[src/rtl/jdm_isqrt_pipe.sv]
module jdm_isqrt_pipe #(
  parameter int IW = 48,
  parameter int QW = 24,
  parameter int SW = 1
) (
  input  logic          clk,
  input  logic          rst_n,
  input  logic          en,
  input  logic          in_valid,
  input  logic [IW-1:0] in_val,
  input  logic [SW-1:0] in_side,
  output logic          out_valid,
  output logic [QW-1:0] out_root,
  output logic [SW-1:0] out_side
);

  localparam int RW = QW + 2;

  logic [QW:0]   v_r;
  logic [IW-1:0] val_r  [QW+1];
  logic [RW-1:0] rem_r  [QW+1];
  logic [QW-1:0] root_r [QW+1];
  logic [SW-1:0] side_r [QW+1];

  always_ff @(posedge clk) begin
    if (!rst_n) begin
      v_r[0] <= 1'b0;
    end else if (en) begin
      v_r[0] <= in_valid;
    end
  end

  always_ff @(posedge clk) begin
    if (en) begin
      val_r[0]  <= in_val;
      rem_r[0]  <= '0;
      root_r[0] <= '0;
      side_r[0] <= in_side;
    end
  end

  for (genvar k = 0; k < QW; k++) begin : g_stage
    logic [RW-1:0] remn;
    logic [RW-1:0] trial;
    logic [RW:0]   diff;
    logic          ge;

    always_comb begin
      remn  = {rem_r[k][RW-3:0], val_r[k][2*(QW-1-k)+1 -: 2]};
      trial = {root_r[k], 2'b01};
      diff  = {1'b0, remn} - {1'b0, trial};
      ge    = ~diff[RW];
    end

    always_ff @(posedge clk) begin
      if (!rst_n) begin
        v_r[k+1] <= 1'b0;
      end else if (en) begin
        v_r[k+1] <= v_r[k];
      end
    end

    always_ff @(posedge clk) begin
      if (en) begin
        val_r[k+1]  <= val_r[k];
        rem_r[k+1]  <= ge ? diff[RW-1:0] : remn;
        root_r[k+1] <= {root_r[k][QW-2:0], ge};
        side_r[k+1] <= side_r[k];
      end
    end
  end

  assign out_valid = v_r[QW];
  assign out_root  = root_r[QW];
  assign out_side  = side_r[QW];

endmodule

[config.mk]
export PLATFORM = sky130hd
export DESIGN_NAME = jdm_isqrt_pipe
export DESIGN_NICKNAME = d
export VERILOG_FILES = /design/src/rtl/jdm_isqrt_pipe.sv
export SDC_FILE = /design/constraint.sdc
export NUM_CORES = 2
export LEC_CHECK = 0
export BUFFER_PORTS_ARGS = -buffer_cell sky130_fd_sc_hd__buf_2
export CAP_MARGIN = 20
export CORE_MARGIN = 3
export CORE_UTILIZATION = 35
export CTS_BUF_LIST = sky130_fd_sc_hd__clkbuf_8
export DETAILED_ROUTE_END_ITERATION = 16
export PLACE_DENSITY_LB_ADDON = 0.12
export SLEW_MARGIN = 10
export SYNTH_ARGS = -nofsm -noshare
export SYNTH_HDL_FRONTEND = slang
export SYNTH_SLANG_ARGS = --single-unit
export TNS_END_PERCENT = 50
[constraint.sdc]
create_clock -name clk -period 7.3 [get_ports clk]
set_input_delay 1.46 -clock clk [delete_from_list [all_inputs] [get_ports clk]]
set_output_delay 1.46 -clock clk [all_outputs]
set_load 0.005 [all_outputs]
# Word level (Yosys, flattened, before mapping)
# Memory sizes are Yosys's and may differ from the RTL's.
# Cells that the tools add are included.
[totals]
regBits = 25
ramBits = 2475
input_bits = 53
output_inout_bits = 26
wordCells = 103
n_memories = 4
[classes]
addsub = 24
mux = 26
bitwise_logic = 24
[memory_table]
columns = ["memory", "words", "word_bits", "read_ports", "rd_ports_with_merged_regs", "wr", "line_no", "rtl"]
rows = [
  ["val_r", 25, 48, 24, 0, 25, "20", "logic [IW-1:0] val_r [QW+1];"],
  ["rem_r", 25, 26, 24, 0, 25, "21", "logic [RW-1:0] rem_r [QW+1];"],
  ["root_r", 25, 24, 25, 0, 25, "22", "logic [QW-1:0] root_r [QW+1];"],
  ["side_r", 25, 1, 25, 0, 25, "23", "logic [SW-1:0] side_r [QW+1];"],
]
[ops]
columns = ["op", "n"]
rows = [
  ["$sub 26x26->27", 24],
  ["$mux 26", 24],
  ["$not 1->1", 24],
  ["$mux 1", 2],
]

# Logic depth before layout (Yosys ltp)
# An unclocked memory read counts as a cell.
[logic_depth]
depth_word = 3
mapped_depth = 12
depth_no_buf = 11

# Worst setup path before layout
# Ideal clock, no wire load.
[synth_path]
kind = "reg-to-reg"
from = "memory rem_r[2][120] (netlist name)"
to = "memory rem_r[2][135] (netlist name) (data pin)"
setup_ns = 0.260
arrival_time_ns = 2.610
required_time_ns = 7.040
slack_ns = 4.431
stages_incl_launch_ff = 11
path_buffers = 2
period_less_slack_ns = 2.869
path_cell_list = "edfxtp_1 -> ha_1 -> clkbuf_1 -> and4_1 -> and3_1 -> a41o_1 -> a211oi_1 -> o21ai_1 -> nor3_2 -> buf_2 -> mux2_2"
[synth_rtl]
columns = ["element", "line_no"]
rows = [
  ["start: declaration", "21"],
]

==> impl_metrics.toml <==
[drt]
drt_iter0_markers = 2363
num_vias = 37500
remaining_drc_errors = 0
ant_nets = 0
drt-total-wl_um = 122000
vias_per_cell = 4.77
wl_per_cell_um = 15.5
dr.pass1.iters = 5

[sta]
finalSetupViolations = 0
worstMarginPinSlew_ns = 1.00
finalCriticalPeriod_ns = 3.69
rsz0062_at_grt = "no"
period_share_pct = 50.6
max_slew_margin_pct = 33.1
hold_viol = 0
skew_ns = 0.0825
fmax_mhz = 271
fin_tns_setup_ns = 0
slew_viol_final = 0

[finish]
fin_nets = 5552
final_common_cell = "edfxtp_1"
n_fill_cell = 17600
layout_common_cells = "1446 x edfxtp_1, 486 x inv_1, 324 x nor2_1"
drive_above_1_share_pct = 10.9
utilization_pct = 39.9
syn_to_final_growth_pct = 12.7

[power_and_ir_drop]
combPwrFrac_pct = 17.5
switching_share_pct = 27.5
intPower_uw = 16000
p_seq_share_pct = 50.3
ir_drop_v = 0.000146
p_per_area_nw_per_um2 = 296
power_frac_clock_pct = 32.2
leakagePower_uw = 0.0283
p_sw_uw = 6070

[floorplan]
pin_count = 79
design.core.area_sq_um = 186000
die-area_sq_um = 194000
die_h_um = 440
start_util_pct = 35.4
die_x_um = 440
rows = 158

[yosys]
synth-seq-cells = 1471
syn-num-nets = 5231
netlist_instances = 4877
syn_area_per_cell_sq_um = 13.5
ys_seq_area_share_pct = 66.6
syn_area_sq_um = 66000
ys_dominant_reg_cell = "edfxtp_1"
synth.distinct_cells = 91
synth_edf_count = 1446
synthArstFlopShare_pct = 0
yosys_warnings = 0

[clocking]
tritoncts = "done"
cts_hold_buf = 0
cts_buffer_depth = 4
clock_latency_ns = 0.98
cts_root_buf = "clkbuf_8"
post_cts_resized = 0
post_cts_buffers = 0
cts.sinks = 1471
cts.clk_slew.worst_paths_ns = 0.06
htreeDepth = 5
cts_buffers = 285

[worst_setup_path]
worstPathRequired_ns = 7.97
r2r-start = "rem_r[2][55]"
rr_endpoint = "rem_r[2][98]"
reg2reg_depth = 11
worstSetupPathType = "reg2reg"
arrival_ns = 4.37
critical_path.startpoint = "rem_r[2][55]"
r2r_slack_ns = 3.61
worst-path-max-fanout = 29
endpoint_kind = "flop"
start_kind = "flop"

[worst_hold_path]
hold_end = "val_r[0][163]"
hold_start = "val_r[0][115]"
min_path_cells = 0
hp-class = "reg2reg"

[global_route]
grt_pass1_vias = 37500
grt_remaining_overflow = 0
grt_util_all_layers_pct = 12.6
grt_pass1_wl_um = 198000
grt_max_degree = 160
antenna_found_initial = 6

[run_status]
status = "completed"

[placed_design]
finalWeightedCongestion = 0.834
hpwlAfterDp_um = 81400
portBuffers = 78

[flow_run]
maxCapViolations = 0
[cell type report]
class / count / area (sq um) / share of cell area (%)
clock inverters: 181 / 831 / 1.12
clock buffers: 289 / 3980 / 5.35
multi-input cells: 2920 / 20200 / 27.2
inverters: 404 / 1520 / 2.04
repair buffers: 116 / 798 / 1.07
flip-flops and latches: 1471 / 43900 / 59.1
diodes: 3 / 7.51 / 0.0101
well taps: 2480 / 3100 / 4.17
[worst max-delay path: stages, from the launching register on]
cell,delay [ns]
edfxtp_1,0.40
ha_1,0.41
nand3_1,0.10
a21oi_1,0.19
o311a_1,0.25
o211ai_1,0.23
o31ai_1,0.41
nor3_2,0.08
buf_4,0.21
inv_1,0.71
o211ai_1,0.22
xnor2_1,0.18
[layer usage]
metal / GRT usage (%) / vias up / share of wire, %
met5: 0 / - / 0
met4: 4.51 / 0 / 2.5
met1: 17.3 / 17800 / 48
met2: 19.3 / 703 / 45
li1: - / 18800 / -
met3: 2.99 / 248 / 4.9
[Yosys cell counts (68+ instances only)]
master | number | area share (%)
o21a_1 | 72 | 0.82
mux2_2 | 70 | 1.2
nand3_1 | 68 | 0.52
ha_1 | 301 | 5.7
xor2_1 | 193 | 2.6
xnor2_1 | 208 | 2.8
a21o_1 | 70 | 0.80
nor2_1 | 324 | 1.8
edfxtp_1 | 1446 | 66
nand2_1 | 291 | 1.7
inv_1 | 402 | 2.3
a21oi_1 | 294 | 2.2
nor3_1 | 120 | 0.91
o21ai_0 | 222 | 1.7
[logic make-up after synthesis]
group                      after synthesis  share of synthesized area (%)
other                                    1                        0.00568
buffers and inverters                  486                           2.85
xor gates and xnor gates               401                           5.32
muxes                                  103                           1.70
and+or+nand+nor                       1184                           8.88
adders and majority gates              301                           5.71
DFF                                   1471                           66.6
AOI/OAI and AO/OA                      930                           8.99
[power by group through the flow]
stage	sequential [uW]	combinational, uW	clock (uW)
2_1_floorplan	11000	2930	0
3_3_place_gp	11300	3800	0
3_5_place_dp	11300	3840	0
4_1_cts	11100	3860	7510
5_1_grt	11200	4380	7900
6_report	11100	3850	7100
[metrics by stage]
step	area [sq um]	hold WS (ns)	power (uW)	setup WS (ns)	std cells
after detailed placement	69500	0.405	15100	3.65	7390
final	74400	0.374	22000	3.61	7864
after floorplan	66000	0.400	13900	4.43	4877
after CTS	74400	0.380	22500	3.62	7860
after global routing	74400	0.385	23500	3.29	7864
after global placement	69500	0.401	15100	3.65	7390
[registers in the layout (all words and copies together) (netlist names)]
| register | flops |
|---|---|
| root_r | 300 |
| rem_r | 521 |
| side_r | 25 |
| out_valid | 1 |
| v_r | 24 |
| val_r | 600 |
[worst max-delay path by stage]
stage	depth (start not counted)	slack, ns	end
2_1_floorplan	10	4.43	rem_r[2][135]
3_3_place_gp	11	3.65	rem_r[2][98]
3_5_place_dp	8	3.65	rem_r[2][107]
4_1_cts	11	3.62	rem_r[2][98]
5_1_grt	11	3.29	rem_r[2][98]
6_report	11	3.61	rem_r[2][98]
(Power assumes the default switching activity.)
