$ cat src/rtl/jdm_div_pipe.sv
module jdm_div_pipe #(
  parameter int NW = 31,
  parameter int DW = 16,
  parameter int QW = 16,
  parameter int SW = 1
) (
  input  logic          clk,
  input  logic          rst_n,
  input  logic          en,
  input  logic          in_valid,
  input  logic [NW-1:0] in_num,
  input  logic [DW-1:0] in_den,
  input  logic [SW-1:0] in_side,
  output logic          out_valid,
  output logic [QW-1:0] out_quot,
  output logic [SW-1:0] out_side
);

  logic [QW:0]   v_r;
  logic [DW-1:0] rem_r  [QW+1];
  logic [DW-1:0] den_r  [QW+1];
  logic [QW-1:0] low_r  [QW+1];
  logic [QW-1:0] quot_r [QW+1];
  logic [SW-1:0] side_r [QW+1];

  always_ff @(posedge clk) begin
    if (!rst_n) begin
      v_r[0] <= 1'b0;
    end else if (en) begin
      v_r[0] <= in_valid;
    end
  end

  always_ff @(posedge clk) begin
    if (en) begin
      rem_r[0]  <= DW'(in_num[NW-1:QW]);
      den_r[0]  <= in_den;
      low_r[0]  <= in_num[QW-1:0];
      quot_r[0] <= '0;
      side_r[0] <= in_side;
    end
  end

  for (genvar k = 0; k < QW; k++) begin : g_stage
    logic [DW:0] trial;
    logic [DW:0] diff;
    logic        ge;

    always_comb begin
      trial = {rem_r[k], low_r[k][QW-1-k]};
      diff  = trial - {1'b0, den_r[k]};
      ge    = ~diff[DW];
    end

    always_ff @(posedge clk) begin
      if (!rst_n) begin
        v_r[k+1] <= 1'b0;
      end else if (en) begin
        v_r[k+1] <= v_r[k];
      end
    end

    always_ff @(posedge clk) begin
      if (en) begin
        rem_r[k+1]  <= ge ? diff[DW-1:0] : trial[DW-1:0];
        den_r[k+1]  <= den_r[k];
        low_r[k+1]  <= low_r[k];
        quot_r[k+1] <= {quot_r[k][QW-2:0], ge};
        side_r[k+1] <= side_r[k];
      end
    end
  end

  assign out_valid = v_r[QW];
  assign out_quot  = quot_r[QW];
  assign out_side  = side_r[QW];

endmodule

$ cat config.mk
export PLATFORM = sky130hd
export DESIGN_NAME = jdm_div_pipe
export DESIGN_NICKNAME = d
export VERILOG_FILES = /design/src/rtl/jdm_div_pipe.sv
export SDC_FILE = /design/constraint.sdc
export NUM_CORES = 1
export LEC_CHECK = 0
export ABC_CLOCK_PERIOD_IN_PS = 4000
export CAP_MARGIN = 5
export CORE_UTILIZATION = 55
export CTS_BUF_LIST = sky130_fd_sc_hd__clkbuf_4 sky130_fd_sc_hd__clkbuf_8
export DETAILED_ROUTE_END_ITERATION = 7
export DONT_BUFFER_PORTS = 1
export GPL_ROUTABILITY_DRIVEN = 0
export PLACE_DENSITY = 0.7
export SLEW_MARGIN = 20
export SYNTH_ARGS = -nofsm -noshare
export SYNTH_HDL_FRONTEND = slang
export SYNTH_SLANG_ARGS = --single-unit
$ cat constraint.sdc
create_clock -name clk -period 4 [get_ports clk]
set_input_delay 0.4 -clock clk [delete_from_list [all_inputs] [get_ports clk]]
set_output_delay 0.4 -clock clk [all_outputs]
set_load 0.01 [all_outputs]
# == Word-level counts from Yosys, hierarchy flattened ==
# Memory sizes are Yosys's and may differ from the RTL's.
# Index checks and enable logic that the tools add are counted.
# op_classes
eq_ne,0
shift,0
bitwise_logic,16
div_mod_pow,0
add_sub_neg,16
muxes,18
multipliers,0
n_lt_le_gt_ge,0
reduce_logical,0
# ops
cell,n
$sub 17x16->17,16
$mux 16,16
$not 1->1,16
$mux 1,2
# word_totals
regBits,17
rom_bits,0
latch_bits,0
n_memories,5
ramBits,1105
word_cells,72
input_bits,52
output_inout_bits,18
# mem_list
name,depth,width,rd,rd_ports_with_merged_regs,wr,line,source
den_r,17,16,16,0,17,21,logic [DW-1:0] den_r [QW+1];
low_r,17,16,16,0,17,22,logic [QW-1:0] low_r [QW+1];
quot_r,17,16,17,0,17,23,logic [QW-1:0] quot_r [QW+1];
rem_r,17,16,16,0,17,20,logic [DW-1:0] rem_r [QW+1];
side_r,17,1,17,0,17,24,logic [SW-1:0] side_r [QW+1];

# == Depth between registers and ports, before layout ==
# Gate-level depths: netlist of run 1.
# logic_depth
depth_word,2
mapped_depth,13
mapped_depth_nobuf,11

# == Worst setup path after synthesis of run 1 ==
# No wires, ideal clock.
# synth_timing
path_kind,reg2reg
startpoint,memory den_r[10][0] (netlist: den_r[0][160])
endpoint,"memory rem_r[11][8] (netlist: rem_r[0][184]), data pin"
required_time_ns,3.740
setup_slack_ns,0.820
path_stages_with_launch,12
n_path_buf,1
period_less_slack_ns,3.180
setup_time_ns,0.260
arrival_time_ns,2.920
path_cell_list,edfxtp_1 > ha_1 > fa_1 > nand2b_1 > a21oi_1 > nor3_1 > or3_1 > o21ai_0 > a21oi_1 > xnor2_2 > buf_4 > mux2_2
# synth_lines
element,line
"start, declared",21
"end, declared",20

==> results of run 1 <==
-- through the flow --
step / worst slack (ns) / area [µm²] / util / hold slack, ns / instances
5_1_grt: 0.2545 / 44340 / 0.6193 / 0.02819 / 4167
3_3_place_gp: 0.5779 / 40870 / 0.5707 / 0.4003 / 3848
4_1_cts: 0.5160 / 44310 / 0.6188 / -0.3122 / 4164
3_5_place_dp: 0.5844 / 40870 / 0.5707 / 0.4045 / 3848
2_1_floorplan: 0.8203 / 39870 / - / 0.4003 / 2932
6_report: 0.4999 / 44350 / 0.6193 / 0.2432 / 4168
-- sequential cells by signal (all words and copies together), names as in the netlist --
register   cells
den_r        256
rem_r        255
low_r        136
quot_r       136
side_r        17
v_r           16
out_valid      1
-- final cells by class --
class                   count  area, µm²
diodes                      2      5.005
clock buffers             197       2399
well taps                 950       1189
inverters                 320       1201
flip-flops and latches    817      24360
multi-input cells        1745      14000
clock inverters            52      372.9
fillers                  5404      27260
repair buffers             85      820.8
-- routing by layer --
layer | share of wire | wire length [µm]
met1 | 0.44 | 30420
met2 | 0.49 | 33700
met3 | 0.043 | 2937
met4 | 0.024 | 1652
met5 | 0 | 0
-- layout by cell type, fill, tap and decap left out, types with 36 or more instances in the layout --
cell type / count
nand2_1: 101
nor2b_1: 55
nand3_1: 36
dlygate4sd3_1: 68
xnor2_1: 114
a21oi_1: 160
edfxtp_1: 800
o21a_1: 47
nor2_1: 122
nand2b_1: 37
inv_1: 320
clkbuf_8: 147
o21ai_0: 110
a21o_1: 58
clkbuf_4: 50
nor3_1: 42
mux2_2: 174
xor2_1: 56
ha_1: 255
mux2i_1: 56
-- timing repair --
item | 4_1_cts | 5_1_grt
hold buffers | 67 | 2
resized for setup | 0 | 0
endpoints found under the hold margin | 449 | 34
-- report_power, final --
part / switching [mW] / internal, mW
clock: 3.33 / 4.04
combinational: 6.86 / 6.90
sequential: 1.00 / 12.2
-- logic make-up after synthesis --
group | count (synthesis) | share of synthesized area
fa+ha+maj | 270 | 0.08757
simple gates | 492 | 0.06224
buf+inv | 370 | 0.03816
compound gates | 558 | 0.09174
xor+xnor | 180 | 0.04105
mux | 245 | 0.06811
flops | 817 | 0.6111
-- how the worst max path moves through the flow --
stage	depth (start not counted)	slack, ns	startpoint	to
after CTS	10	0.52	den_r[0][112]	rem_r[0][140]
final	10	0.50	den_r[0][112]	rem_r[0][140]
after global placement	11	0.58	low_r[0][120]	rem_r[0][138]
after floorplan	11	0.82	den_r[0][160]	rem_r[0][184]
after detailed placement	10	0.58	den_r[0][112]	rem_r[0][140]
after global routing	10	0.25	den_r[0][112]	rem_r[0][140]
-- worst max-delay path, delay by kind of cell, from the launching register on --
kind	cells	cell delay [ns]
and+or+nand+nor	3	0.49
xor gates and xnor gates	1	0.85
muxes	1	0.43
adders and majority gates	2	0.64
AOI/OAI and AO/OA	3	0.40
DFF	1	0.40
==> results.cfg, run 1 <==
[sta]
period_share = 0.8750
slew_headroom = -1.133
hold_viol = 0
fin_crit_ns = 3.500
setup_viol = 0
grt_setup_unrepaired = false
fin_setup_tns_ns = 0
maxSlewViolCount = 500
tightestPinTransition_ns = 3.200
finalClockSkew_ns = 0.04139
max_freq_ghz = 0.2857

[critical_path]
crit_fanout = 17
cp.arrival_ns = 3.99
worst-r2r-cell-count = 10
endpoint_kind = flop
crit_path_top_delay_cell = xnor2_2
max_stage_delay_ns = 0.85
r2r_slack_ns = 0.50
reg2reg_to = rem_r[0][140]
r2r_start = den_r[0][112]
required_ns = 4.49
cp-start-kind = flop
cp_cell_sequence = ha_1 -> fa_1 -> nor2b_1 -> o31ai_1 -> a21o_1 -> nor3b_1 -> or3_1 -> a21oi_2 -> xnor2_2 -> mux2_2
crit_type = reg -> reg

[routing]
vias = 22983
wl_per_cell_um = 16.49
drt_iter0_drc = 1590
drt_first_pass_iters = 5
antenna_left = 0
route.detailed.drc = 0
wirelength_mm = 68.72
viasPerCell = 5.514

[synthesis]
yosysSeqAreaShare = 0.6111
mappedNetlistNets = 3254
yosysWarnings = 0
synthFlopType = edfxtp_1
ys_top_cells_by_area = edfxtp_1 (60%), ha_1 (8.0%), mux2_2 (4.9%), inv_1 (3.0%), xnor2_1 (2.5%)
synth_most_common_cell = edfxtp_1
synth.avg_cell_area_um2 = 13.60
syn_inst = 2932
synth_area_leader_cell = edfxtp_1
synthTopCellsByCount = edfxtp_1 (800), inv_1 (320), ha_1 (255)
async_flop_share = 0
yosysTopAreaCellShare = 0.6026
synth_cell_types = 83
synth-edff-count = 800
ys_ff_latch = 817
netlist_area_mm2 = 0.03987

[clock_network]
cts_buffer_depth = 3
cts_tree = done
post_cts_buffers = 0
cts.htree.levels = 4
numCtsBuffers = 139
clock-sinks = 817
clk_pin_slew_worst_paths_ns = 0.06
cts_root_buf = clkbuf_8
insertion_delay_ns = 0.78

[die]
core-area_mm2 = 0.07161
num_rows = 98
start_util = 0.5567
die_x_um = 271.2
chipHeight_um = 271.2
ios = 70
fp.dieArea_mm2 = 0.07356

[flow_run]
cap_violations = 0

[outcome]
failed_checks = max-slew violations
status = finished with violations

[layout]
fin_nets = 3430
area_growth_pct = 11.24
drive_gt1_frac = 0.1443

[global_route]
antenna_found_initial = 2
grt_pass1_vias = 23417
grt_max_degree = 818
gr-usage-met1 = 0.2419
grt.busiest_layer = met2
grt_use_met3 = 0.03689
grt.total_usage = 0.1894
grt-ovfl-total = 0
grt_first_pass_wirelength_mm = 113.8
met2_usage = 0.3185

[min_path]
holdPathStages = 0
hold_path_startpoint = en
hold_class = in -> reg
min_to = side_r[0][2]

[place]
hpwl_mm = 45.15
port_buffers = 0

[power_and_ir_drop]
powerDensity_mw_per_mm2 = 774.0
ir_worst_vdd_uv = 355.2
leakage_nw = 17.63
total_power_mw = 34.32
No activity file was read; power rests on OpenSTA's default activity.
==> run 2, diff against run 1 <==
--- a/config.mk
+++ b/config.mk
@@ -12,6 +12,7 @@
 export DETAILED_ROUTE_END_ITERATION = 7
 export DONT_BUFFER_PORTS = 1
 export GPL_ROUTABILITY_DRIVEN = 0
+export GPL_TIMING_DRIVEN = 0
 export PLACE_DENSITY = 0.7
 export SLEW_MARGIN = 20
 export SYNTH_ARGS = -nofsm -noshare
==> run 2 against run 1 <==
  * The flow still finishes with violations (max-slew violations)
  * First-iteration DRC count is 11% lower
  * Sequential share of layout area down 0.28 points
  * Routed wire length barely moved
  * Combinational power is 4% higher
  * Via count is 0.88% higher
  * Worst hold slack lost 0.17 ns
  * Flip-flop and latch count did not move
  * Global-route usage decreased by 0.13 points
  * Critical endpoint is now rem_r[0][185]
  * Largest cell class unchanged
==> results.cfg, run 2 (synthesized netlist as in run 1, its figures left out) <==
[die]
num_rows = 98
ios = 70
core-area_mm2 = 0.07161
start_util = 0.5567
chipHeight_um = 271.2
fp.dieArea_mm2 = 0.07356
die_x_um = 271.2

[critical_path]
crit_path_top_delay_cell = or3_1
crit_family = simple AND/OR/NAND/NOR gates
cp.arrival_ns = 4.32
max_stage_delay_ns = 0.45
required_ns = 4.50
crit_fanout = 10
crit_type = reg -> reg
cp_cell_sequence = ha_1 -> fa_1 -> nand2b_1 -> a21oi_1 -> nor3_1 -> or3_1 -> o21ai_0 -> a21oi_1 -> xnor2_4 -> buf_12 -> buf_4 -> mux2_2
cp_num_buf_inv = 2
cp-start-kind = flop
cpMostUsedCell = a21oi_1
endpoint_kind = flop

[global_route]
grt.total_usage = 0.1881
antenna_found_initial = 1
grt_max_degree = 802
grt_first_pass_wirelength_mm = 113.1
grt-ovfl-total = 0
grt_pass1_vias = 23874

[layout]
layout_common_cells = edfxtp_1 (800), inv_1 (320), ha_1 (255)
design_area_mm2 = 0.04457
postLayoutCoreUtil = 0.6224
nFillCells = 5384
final_common_cell = edfxtp_1
drive_gt1_frac = 0.1485
reg.largest.list = den_r: 256 flops, rem_r: 255 flops
largest_reg_flops = 256
area_growth_pct = 11.80
top_register = den_r
fin_nets = 3456
stdcell_count = 4189

[sta]
maxSlewViolCount = 99
tightestPinTransition_ns = 1.582
slew_headroom = -0.05451
grt_setup_unrepaired = false
fin_crit_ns = 3.822
setup_viol = 0
finalClockSkew_ns = 0.03158
hold_viol = 0
fin_ws_ns = 0.1779
hold_slack_ns = 0.07610
max_freq_ghz = 0.2616
fin_setup_tns_ns = 0
period_share = 0.9555

[power_and_ir_drop]
powerDensity_mw_per_mm2 = 787.1
total_power_mw = 35.08
ir_worst_vdd_uv = 523.9
leakage_nw = 17.77

[clock_network]
insertion_delay_ns = 0.77
cts_buffer_depth = 3
clk_pin_slew_worst_paths_ns = 0.06
cts_root_buf = clkbuf_8
clock-sinks = 817
cts_tree = done
numCtsBuffers = 142
cts.htree.levels = 4

[place]
place_area_mm2 = 0.04105
dp_slack_ns = 0.04276
dp_cells = 3882
hpwl_mm = 45.62
port_buffers = 0

[min_path]
hold_class = in -> reg

[outcome]
failed_checks = max-slew violations
status = finished with violations

[routing]
antenna_left = 0
drt_iter0_drc = 1415
wl_per_cell_um = 16.41
viasPerCell = 5.535
drt_first_pass_iters = 7
wirelength_mm = 68.76
route.detailed.drc = 0
vias = 23185

[flow_run]
cap_violations = 0
run 2: changes by cell type in the layout (fill, tap and decap cells not counted), sizes merged:
cell,previous run,this run
dlygate4sd3,68,54
buf,17,39
inv,328,327
clkinvlp,2,3
clkbuf,197,203
clkinv,40,42
bufinv,2,8
diode,2,1
run 2: cell type report:
cell class,count,area (µm²),share of cell area
plain buffers,50,320.3,0.007186
well taps,950,1189,0.02667
clock inverters,60,551.8,0.01238
clock buffers,188,2318,0.05202
inverters,320,1201,0.02695
multi-input cells,1745,14020,0.3146
diodes,1,2.502,0.00005614
repair buffers,58,603.1,0.01353
flip-flops and latches,817,24360,0.5466
run 2: power by group:
part | total [mW] | switching, mW | internal [mW]
clock | 7.66 | 3.35 | 4.32
sequential | 13.1 | 0.898 | 12.2
combinational | 14.3 | 7.28 | 7.07
total | 35.1 | 11.5 | 23.6
run 2: path summary, 6_finish.rpt:
check	endpoint	from	cells after the start	slack [ns]
worst max register to register	rem_r[0][185]	den_r[0][160]	12	0.18
worst min-delay path	low_r[0][4]	en	1	0.08
worst min register to register	quot_r[0][195]	quot_r[0][178]	0	0.40
worst max-delay path	rem_r[0][185]	den_r[0][160]	12	0.18
run 2: metal layers:
layer	track usage	up-vias	share of wire
met5	0	-	0
met4	0.09004	0	0.034
met3	0.03627	191	0.041
met2	0.3208	539	0.49
met1	0.2302	11158	0.43
li1	-	11297	-
run 2: repair_timing:
| item | in CTS | in global routing |
|---|---|---|
| hold endpoints to repair | 436 | 22 |
| gates cloned | 0 | 0 |
| pin swaps | 0 | 1 |
| endpoints found under the setup margin | 6 | 24 |
| buffers inserted | 0 | 3 |
| gates resized for setup | 1 | 3 |
| hold buffers | 50 | 5 |
==> run 3, diff against run 2 <==
--- a/config.mk
+++ b/config.mk
@@ -7,6 +7,7 @@
 export LEC_CHECK = 0
 export ABC_CLOCK_PERIOD_IN_PS = 4000
 export CAP_MARGIN = 5
+export CORE_ASPECT_RATIO = 0.5
 export CORE_UTILIZATION = 55
 export CTS_BUF_LIST = sky130_fd_sc_hd__clkbuf_4 sky130_fd_sc_hd__clkbuf_8
 export DETAILED_ROUTE_END_ITERATION = 7
==> run 3 against run 2 <==
  * The flow finishes with violations (design-rule violations)
  * Final area decreased by 1.2%
  * Register-to-register slack gained 0.08 ns
  * Routed wire length is 8.8% lower
  * Critical path type unchanged
  * Worst hold slack lost 0.0052 ns
  * Global-route usage decreased by 1.6 points
  * Count of clock-buffer cells in the layout decreased by 29
  * Sequential power hardly changed
==> results.cfg, run 3 (synthesized netlist as in run 1, its figures left out) <==
[outcome]
status = finished with violations
failed_checks = design-rule violations

[clock_network]
cts_root_buf = clkbuf_8
cts_tree = done
post_cts_buffers = 0
cts.htree.levels = 3
clock-sinks = 817
cts_buffer_depth = 3
numCtsBuffers = 114
insertion_delay_ns = 0.75
clk_pin_slew_worst_paths_ns = 0.07

[die]
num_rows = 69
ios = 70
core-area_mm2 = 0.07131
start_util = 0.5590
fp.dieArea_mm2 = 0.07363
chipHeight_um = 192.4
die_x_um = 382.7

[global_route]
antenna_found_initial = 1
grt.total_usage = 0.1716
grt-ovfl-total = 0
grt_pass1_vias = 22676
grt_first_pass_wirelength_mm = 103.1
grt_max_degree = 802

[sta]
period_share = 0.9345
setup_viol = 0
tightestPinTransition_ns = 1.423
finalClockSkew_ns = 0.01786
hold_viol = 0
grt_setup_unrepaired = false
fin_crit_ns = 3.738
max_freq_ghz = 0.2675
maxSlewViolCount = 0
slew_headroom = 0.05160
fin_setup_tns_ns = 0

[routing]
drt_first_pass_iters = 8
wl_per_cell_um = 15.10
vias = 22477
route.detailed.drc = 4
antenna_left = 0
drt_iter0_drc = 1149
wirelength_mm = 62.69
viasPerCell = 5.415

[critical_path]
endpoint_kind = flop
required_ns = 4.50
r2r_start = den_r[0][112]
cp.arrival_ns = 4.24
worst-r2r-cell-count = 11
cp-start-kind = flop
r2r_slack_ns = 0.26
crit_fanout = 10
reg2reg_to = rem_r[0][129]
crit_type = reg -> reg

[layout]
reg.largest.list = den_r: 256 flops, rem_r: 255 flops
stdcell_count = 4151
nFillCells = 5386
drive_gt1_frac = 0.1410
fin_nets = 3425
area_growth_pct = 10.51
final_common_cell = edfxtp_1
top_register = den_r
layout_common_cells = edfxtp_1 (800), inv_1 (320), ha_1 (255)
largest_reg_flops = 256

[min_path]
min_to = rem_r[0][10]
holdPathStages = 1
hold_class = in -> reg
hold_path_startpoint = en

[place]
dp_cells = 3890
port_buffers = 0
hpwl_mm = 41.44

[power_and_ir_drop]
leakage_nw = 17.53
ir_worst_vdd_uv = 330.6
powerDensity_mw_per_mm2 = 765.2

[flow_run]
cap_violations = 0
## run 3: cell types whose count changed in the layout (fill, tap and decap cells not counted), sizes merged
cell and change:
buf +1, bufinv -1, clkbuf -29, clkinv -6, clkinvlp -1, dlygate4sd3 -4, inv -6
## run 3: worst max-delay path, stage by stage (launching register included)
cell and delay, ns:
edfxtp_1 0.49, ha_1 0.33, fa_1 0.43, nor2b_1 0.18, o31ai_1 0.13, a21o_1 0.26
nor3b_1 0.21, or3_1 0.15, a21oi_2 0.07, xnor2_2 0.55, buf_6 0.26, mux2i_1 0.44
## run 3: how the worst max path moves through the flow
stage,startpoint,to
floorplan,den_r[0][160],rem_r[0][184]
global placement,den_r[0][48],rem_r[0][76]
detailed placement,den_r[0][48],rem_r[0][76]
CTS,den_r[0][16],rem_r[0][41]
global route,den_r[0][48],rem_r[0][76]
finish,den_r[0][112],rem_r[0][129]
## run 3: through the flow
stage	setup slack, ns	utilization	instance area (µm²)	hold slack, ns	power, mW
final	0.2620	0.6178	44060	0.07094	33.71
after CTS	0.1755	0.6156	43900	-0.2982	33.77
after global routing	0.01661	0.6178	44060	-0.01387	35.95
after detailed placement	0.2007	0.5759	41060	0.4045	26.85
after floorplan	0.8203	-	39870	0.4003	24.14
after global placement	0.2632	0.5759	41060	0.4011	26.47
## run 3: layer usage
layer | vias to the layer above | part of all wire | global-route usage
li1 | 11215 | - | -
met1 | 10648 | 0.41 | 0.1859
met2 | 431 | 0.51 | 0.3171
met3 | 183 | 0.039 | 0.03415
met4 | 0 | 0.040 | 0.09400
met5 | - | 0 | 0
## run 3: power breakdown
group / switching, mW / internal (mW) / total, mW
sequential: 0.861 / 12.2 / 13.0
clock: 3.08 / 3.57 / 6.66
combinational: 7.07 / 6.97 / 14.0
## run 3: layout make-up
cell class	count	area [µm²]	share of cell area
inverter	320	1201	0.02726
sequential	817	24360	0.5530
multi-input combinational	1745	14000	0.3178
antenna	1	2.502	0.00005680
clock buffer	159	1938	0.04399
tap	958	1199	0.02721
buffer	50	320.3	0.007270
timing repair buffer	55	638.1	0.01448
clock inverter	46	394.1	0.008946
## run 3: what timing repair did
| item | CTS | global route |
|---|---|---|
| hold buffers | 50 | 1 |
| resized for setup | 0 | 2 |
| hold endpoints to repair | 332 | 71 |
| setup endpoints to repair | 0 | 13 |
